## src/rtl/adrs_pkg.sv

```systemverilog
`timescale 1ns / 1ps

package adrs_pkg;

	localparam int ElemW = 32;

	typedef logic signed [ElemW-1:0] elem_t;

	typedef struct packed {
		logic ins;
		logic shift;
		logic desc;
	} cell_ctl_t;

endpackage

```

## src/rtl/adrs_cell.sv

```systemverilog
`timescale 1ns / 1ps

module adrs_cell
	import adrs_pkg::*;
(
	input  logic      clk,
	input  cell_ctl_t ctl,
	input  elem_t     element,
	input  logic      occupied,
	input  elem_t     prev_value,
	input  logic      prev_after,
	input  elem_t     next_value,
	output elem_t     value,
	output logic      after
);

	elem_t value_q;
	logic  cmp_after;

	// stored value belongs behind the incoming element in this row's order
	always_comb begin
		cmp_after = ctl.desc ? (value_q < element) : (value_q > element);
		after     = !occupied || cmp_after;
	end

	always_ff @(posedge clk) begin
		if (ctl.ins) begin
			if (after) begin
				value_q <= prev_after ? prev_value : element;
			end
		end else if (ctl.shift) begin
			value_q <= next_value;
		end
	end

	assign value = value_q;

endmodule

```

## src/rtl/alternating_direction_row_sorter_top.sv

```systemverilog
`timescale 1ns / 1ps
// channel   dir  tdata                 tlast        tuser
// s_axis    in   [31:0] element        row_end      [0] matrix_end
// m_axis    out  [31:0] sorted_element last_of_row  [0] descending, [1] dropped
//
// each input item is inserted in order into the cell chain; items past ROW_LEN are dropped
// a row of n kept elements then drains as n results, one result per cycle while m_axis_tready is high
// no input item is taken while a row drains; m_axis_tready low holds the drain
// arst_n clears the count, drain state, direction, overflow and matrix_end flags and output valid

module alternating_direction_row_sorter_top
	import adrs_pkg::*;
#(
	parameter int ROW_LEN = 16
) (
	input  logic        clk,
	input  logic        arst_n,
	input  logic        s_axis_tvalid,
	output logic        s_axis_tready,
	input  logic [31:0] s_axis_tdata,  // [31:0] element
	input  logic        s_axis_tlast,
	input  logic        s_axis_tuser,  // [0] matrix_end
	output logic        m_axis_tvalid,
	input  logic        m_axis_tready,
	output logic [31:0] m_axis_tdata,  // [31:0] sorted_element
	output logic        m_axis_tlast,
	output logic [1:0]  m_axis_tuser   // [0] descending, [1] dropped
);

	localparam int CntW = $clog2(ROW_LEN + 1);

	logic [CntW-1:0] count_q;
	logic            draining_q;
	logic            dir_q;
	logic            ovf_q;
	logic            mend_q;

	logic            out_valid_q;
	elem_t           out_data_q;
	logic            out_last_q;
	logic            out_desc_q;
	logic            out_drop_q;

	logic            in_acc;
	logic            room;
	logic            load_out;
	logic            last_now;
	cell_ctl_t       ctl;

	elem_t           cell_value [ROW_LEN];
	logic            cell_after [ROW_LEN];

	assign s_axis_tready = !draining_q;
	assign in_acc        = s_axis_tvalid && s_axis_tready;
	assign room          = count_q < CntW'(ROW_LEN);
	assign load_out      = draining_q && (!out_valid_q || m_axis_tready);
	assign last_now      = count_q == CntW'(1);

	always_comb begin
		ctl.ins   = in_acc && room;
		ctl.shift = load_out;
		ctl.desc  = dir_q;
	end

	for (genvar i = 0; i < ROW_LEN; i++) begin : g_cell
		elem_t prev_v;
		logic  prev_a;
		elem_t next_v;
		logic  occ;

		if (i == 0) begin : g_first
			assign prev_v = cell_value[0];
			assign prev_a = 1'b0;
		end else begin : g_mid
			assign prev_v = cell_value[i-1];
			assign prev_a = cell_after[i-1];
		end

		if (i == ROW_LEN - 1) begin : g_last
			assign next_v = cell_value[i];
		end else begin : g_inner
			assign next_v = cell_value[i+1];
		end

		assign occ = CntW'(i) < count_q;

		adrs_cell u_cell (
			.clk        (clk),
			.ctl        (ctl),
			.element    (s_axis_tdata),
			.occupied   (occ),
			.prev_value (prev_v),
			.prev_after (prev_a),
			.next_value (next_v),
			.value      (cell_value[i]),
			.after      (cell_after[i])
		);
	end

	always_ff @(posedge clk or negedge arst_n) begin
		if (!arst_n) begin
			count_q     <= '0;
			draining_q  <= 1'b0;
			dir_q       <= 1'b0;
			ovf_q       <= 1'b0;
			mend_q      <= 1'b0;
			out_valid_q <= 1'b0;
		end else begin
			if (in_acc) begin
				if (room) begin
					count_q <= count_q + CntW'(1);
				end else begin
					ovf_q <= 1'b1;
				end
				if (s_axis_tlast) begin
					draining_q <= 1'b1;
					mend_q     <= s_axis_tuser;
				end
			end

			if (load_out) begin
				out_valid_q <= 1'b1;
				count_q     <= count_q - CntW'(1);
				if (last_now) begin
					draining_q <= 1'b0;
					ovf_q      <= 1'b0;
					dir_q      <= mend_q ? 1'b0 : !dir_q;
				end
			end else if (m_axis_tready) begin
				out_valid_q <= 1'b0;
			end
		end
	end

	always_ff @(posedge clk) begin
		if (load_out) begin
			out_data_q <= cell_value[0];
			out_last_q <= last_now;
			out_desc_q <= dir_q;
			out_drop_q <= last_now && ovf_q;
		end
	end

	assign m_axis_tvalid = out_valid_q;
	assign m_axis_tdata  = out_data_q;
	assign m_axis_tlast  = out_last_q;
	assign m_axis_tuser  = {out_drop_q, out_desc_q};

endmodule

```

## config.mk

```make
export PLATFORM = sky130hd
export DESIGN_NAME = alternating_direction_row_sorter_top
export DESIGN_NICKNAME = d
export VERILOG_FILES = /design/src/rtl/adrs_pkg.sv /design/src/rtl/adrs_cell.sv /design/src/rtl/alternating_direction_row_sorter_top.sv
export SDC_FILE = /design/constraint.sdc
export NUM_CORES = 2
export LEC_CHECK = 0
export ABC_AREA = 1
export BUFFER_PORTS_ARGS = -buffer_cell sky130_fd_sc_hd__buf_4
export CAP_MARGIN = 10
export CORE_AREA = 10 10 300 418
export DETAILED_ROUTE_END_ITERATION = 7
export DIE_AREA = 0 0 310 428
export SLEW_MARGIN = 20
export SYNTH_ARGS = -nofsm -noshare
export SYNTH_HDL_FRONTEND = slang
export SYNTH_SLANG_ARGS = --single-unit
```

## constraint.sdc

```tcl
create_clock -name clk -period 4.2 [get_ports clk]
set_clock_uncertainty 0.05 [all_clocks]
set_input_delay 1.05 -clock clk [delete_from_list [all_inputs] [get_ports clk]]
set_output_delay 1.05 -clock clk [all_outputs]
set_load 0.01 [all_outputs]
```

# After elaboration in Yosys (flattened, before gate mapping)
# Index checks and enable logic that the tools add are counted.
# classes
addsub,2
magnitude_cmp,49
eq_ne,16
muxes,90
reduce_logical,63
# op_table
operator,n
$mux 32,60
$gt 32x32->1,16
$lt 32x32->1,16
$lt 4x5->1 const A,8
$reduce_and 2->1,19
$ne 2x1->1 const B,15
$mux 1,27
$lt 3x5->1 const A,4
$logic_not 1->1,19
$logic_or 1x1->1,17
$mux 5,3
$lt 1x5->1 const A,2
$lt 2x5->1 const A,2
$reduce_bool 2->1,4
$add 5x1->5 const B,1
$eq 5x1->1 const B,1
$lt 5x5->1 const B,1
$sub 5x1->5 const B,1
$logic_and 1x1->1,4
# word_totals
regBits,557
wordCells,246

# Logic depth before layout (Yosys ltp)
# logic_depth
word_depth,6
depth_mapped,21
depth_no_buf,20

# Modules after synthesis
# A second synthesis with hierarchy kept.
# hier_totals
hier_cells,5324
area_unflattened_um2,41827.6
# by_module_without_submodules
module,instances,cells_each,area_each_um2,seq_area_each_um2
adrs_cell,16,324,2501.1,960.9
alternating_direction_row_sorter_top,1,140,1809.2,1301.2

# Worst setup path before layout
# OpenSTA, ideal clock, no wires.
# synth_path
kind,in2reg
startpoint,input s_axis_tvalid
endpoint,register g_cell[14].u_cell.value_q[0] (enable)
setup_ns,0.389
arrival_ns,3.632
required_time_ns,3.761
slack_ns,0.129
cell_stages,6
path_buffers,2
path_cell_list,nand2_1 nor2_2 clkbuf_1 clkbuf_1 nand2_1 nand2_1
# synth_via
elab_chain_cells,4
elab_cells_between_ends,5
# synth_lines
item,line,source
start: declaration,alternating_direction_row_sorter_top.sv:18,"input logic s_axis_tvalid,"
$logic_and 1x1->1 (*),alternating_direction_row_sorter_top.sv:54,assign in_acc = s_axis_tvalid && s_axis_tready;
$logic_and 1x1->1 (*),alternating_direction_row_sorter_top.sv:60,ctl.ins = in_acc && room;
$ne 2x1->1 (no line) or $reduce_bool 2->1 (tied branches),--,
$reduce_and 2->1 (no line) (*),--,
end signal: assignment,adrs_cell.sv:29,value_q <= prev_after ? prev_value : element;
end signal: assignment,adrs_cell.sv:32,value_q <= next_value;
end: declaration,adrs_cell.sv:17,elem_t value_q;
# Mark *: on every way between the ends. The rest lies on a longest branch, timed or not.
# A chain may end at the register's enable or synchronous reset.

# Final worst setup path
# layout_path
startpoint,input s_axis_tdata[3]
endpoint,register g_cell[6].u_cell.value_q[5] (enable)
# layout_via
elab_chain_cells,5
elab_cells_between_ends,6
# layout_lines
item,line,source
start: declaration,alternating_direction_row_sorter_top.sv:20,"input logic [31:0] s_axis_tdata,"
$gt 32x32->1 or $lt 32x32->1 (tied branches),adrs_cell.sv:22,cmp_after = ctl.desc ? (value_q < element) : (value_q > element);
$mux 1 (*),adrs_cell.sv:22,
$logic_or 1x1->1 (*),adrs_cell.sv:23,after = !occupied || cmp_after;
$ne 2x1->1 (no line) (*),--,
$reduce_and 2->1 (no line) (*),--,
end signal: assignment,adrs_cell.sv:29,
end signal: assignment,adrs_cell.sv:32,
end: declaration,adrs_cell.sv:17,
# Marks and branches as above.

==> impl_metrics.py <==
metrics = {
    "outcome": {
        "status": "complete, no violations",
    },
    "final_layout": {
        "drive_above_1_share": 0.06542,
        "n_antenna_cell": 0,
        "fillers": 12140,
        "layout_commonest_cell": "nand2_1",
        "mostFrequentLayoutCells": "nand2_1 (2,905), inv_1 (633), edfxtp_1 (547), ha_1 (483), a21oi_1 (227)",
        "final_cells": 7120,
        "syn2layout_area_growth_pct": 11.39,
        "finalNetCount": 6085,
        "multi_input_area_um2": 20780,
        "regArea_um2": 16680,
    },
    "timing": {
        "fin_tns_setup_ns": 0,
        "rsz0062_at_grt": "no",
        "drv_slew": 0,
        "post-route-period-util": 0.8344,
        "finalHoldViolations": 0,
        "period_needed_ns": 3.505,
        "slew_headroom": 0.3628,
        "fmax_mhz": 285.3,
        "worst_pin_slew_ns": 0.9557,
        "fin_hold_ws_ns": 0.1877,
        "setup_viol": 0,
    },
    "logic_synthesis": {
        "yosysTopAreaCell": "edfxtp_1",
        "synth_mux_area_frac": 0,
        "yosysTopAreaCellShare": 0.4017,
        "ys_seq_area_frac": 0.4078,
        "synth.distinct_cells": 33,
        "synth_cells": 5491,
        "ys_warn_count": 0,
        "synthXorXnorAreaFrac": 0.0006426,
        "synthTopCellsByArea": "edfxtp_1 (40%), nand2_1 (27%), ha_1 (15%), inv_1 (5.8%), a21oi_1 (2.8%)",
        "yosys.area_share.simple": 0.3126,
        "synth_top_family_by_area": "simple AND/OR/NAND/NOR gates",
        "synth_compound_area_frac": 0.04654,
        "synth.avg_cell_area_um2": 7.447,
        "synth_area_um2": 40890,
        "ys_seq_elements": 557,
        "synthAdderAreaFrac": 0.1478,
        "syn-num-nets": 6012,
    },
    "cts": {
        "clockRootBuffer": "clkbuf_16",
        "clkLatencyLatePin_ns": 0.65,
        "post-cts-setup-buffers": 0,
        "post_cts_resized": 0,
        "numCtsBuffers": 57,
        "tritoncts": "yes",
        "numClockSinks": 557,
        "cts_htree_levels": 2,
        "clkSlewWorstSetupHoldPaths_ns": 0.07,
        "postCtsHoldBufs": 0,
        "cts_buffer_depth": 3,
    },
    "setup_path": {
        "cp_max_fo": 32,
        "worstSetupPathType": "in2reg",
        "reg2reg_from": "g_cell[14].u_cell.value[31]",
        "cp_data_arrival_time_ns": 3.79,
        "worstPathCellList": "buf_4, inv_1, ha_1, a21oi_1, nand2_1, nand2_1, nand2_1, nand2_1, nand2_1, nand2_1, nand2_1, nand2_1, nand3_1, nand3_2, nand2_2, nand2_1, buf_12",
        "r2r_slack_ns": 1.12,
        "end_kind": "flop",
        "r2r_cells": 14,
        "cp-endpoint": "g_cell[6].u_cell.value[5]",
        "cp_slowest_cell": "inv_1",
        "crit_top_cell": "nand2_1",
        "worst_path_largest_cell_delay_ns": 0.61,
        "critPathLaunch": "s_axis_tdata[3]",
        "required_ns": 4.49,
        "critPathLaunchType": "input port",
        "reg2reg_to": "g_cell[14].u_cell.value[27]",
    },
    "power_and_ir_drop": {
        "finalPower_mw": 31.34,
        "peakVddDrop_uv": 400.9,
        "p_leak_nw": 25.94,
        "powerDensity_nw_per_um2": 688.2,
    },
    "route": {
        "firstDrtPassIters": 7,
        "wl_per_cell_um": 15.98,
        "ant_nets": 0,
        "vias": 33490,
        "vias_per_cell": 4.704,
        "drc": 0,
        "drt_wl_total_um": 113800,
        "drt_iter0_drc": 2068,
    },
    "global_routing": {
        "antenna_found_initial": 6,
        "grt_overflow_total": 0,
        "grt_start_max_net_pins": 127,
        "grtUsageTotal": 0.1690,
        "grt_pass1_vias": 34270,
        "grt_pass1_wl_um": 181700,
    },
    "floorplan": {
        "die_w_um": 310,
        "num_rows": 149,
        "io_pins": 75,
        "core_um2": 117500,
        "dieArea_um2": 132700,
        "start_util": 0.3481,
        "chipHeight_um": 428,
    },
    "worst_hold_path": {
        "hp-class": "in2async",
    },
    "placed_design": {
        "post-dp-hpwl_um": 89150,
        "dp.cells": 7015,
        "gp_congestion": 0.8359,
        "io_buffers": 74,
    },
    "flow_run": {
        "maxCapViolCount": 0,
    },
}
-- state kept, by name (all words and copies together), names as in the netlist --
name                 flops
count_q                  5
out_drop_q               1
g_cell.u_cell.value    512
ovf_q                    1
dir_q                    1
m_axis_tlast             1
m_axis_tvalid            1
m_axis_tdata            32
draining_q               1
out_desc_q               1
mend_q                   1
-- Yosys cell counts (all sizes together) --
library cell  count
o21a             30
ha              483
or2               1
o32ai             1
nor3              4
nor2            150
buf             102
o211ai            4
nor3b             2
nand4            32
edfxtp          547
inv             637
nand2          2953
a21oi           227
o21ai            73
a31oi             4
xor2              3
a21o             14
nand3           126
dfrtp            10
clkbuf           87
o31ai             1
-- critical path, delay by kind of cell --
family / cells / cell delay [ns]
AND/OR/NAND/NOR: 12 / 1.10
AO/OA/AOI/OAI: 1 / 0.25
adder cells (fa/ha/maj): 1 / 0.37
buffers and inverters: 3 / 0.98
-- report_power, final --
part	internal (mW)	switching, mW	total (mW)
clock network	2.98	2.38	5.36
registers	9.59	1.79	11.4
logic	5.21	9.40	14.6
-- cell type report --
| cell class | instances | share of cell area |
|---|---|---|
| multi-input combinational | 4108 | 0.4562 |
| sequential | 557 | 0.3661 |
| inverter | 637 | 0.05266 |
| timing repair buffer | 203 | 0.04252 |
| tap | 1510 | 0.04148 |
| clock buffer | 68 | 0.03316 |
| clock inverter | 37 | 0.007884 |
-- how the worst min path moves through the flow --
stage                            endpoint  slack (ns)  cells past startpoint
after floorplan           m_axis_tdata[0]        0.38                      0
after global placement    m_axis_tdata[0]        0.39                      0
after detailed placement  m_axis_tdata[0]        0.39                      0
after CTS                   m_axis_tvalid        0.16                      1
after global routing        m_axis_tvalid        0.17                      1
final                       m_axis_tvalid        0.19                      1
-- metrics by stage --
stage               cell area, um^2  utilization  setup slack [ns]
floorplan                     40890            -            0.1288
global placement              43680       0.3719           0.09803
detailed placement            43680       0.3719           0.04335
CTS                           45550       0.3878            0.7441
global route                  45550       0.3878            0.5050
finish                        45550       0.3878            0.6954
-- kinds of logic (layout without fill, tap and decap cells) --
kind of cell | count (synthesis) | in the layout
AND/OR/NAND/NOR | 3268 | 3268
buffers and inverters | 826 | 945
flip-flops | 557 | 557
adder cells (fa/ha/maj) | 483 | 483
AO/OA/AOI/OAI | 354 | 354
XOR/XNOR | 3 | 3
-- layer usage --
metal  part of all wire  global-route usage  vias up
met2               0.53              0.3225      562
met1               0.40              0.1872    15190
met5            0.00070                   0        -
met4              0.038             0.06596       12
met3              0.033             0.01747      201
li1                   -                   -    17530
No activity file was read; power rests on OpenSTA's default activity.
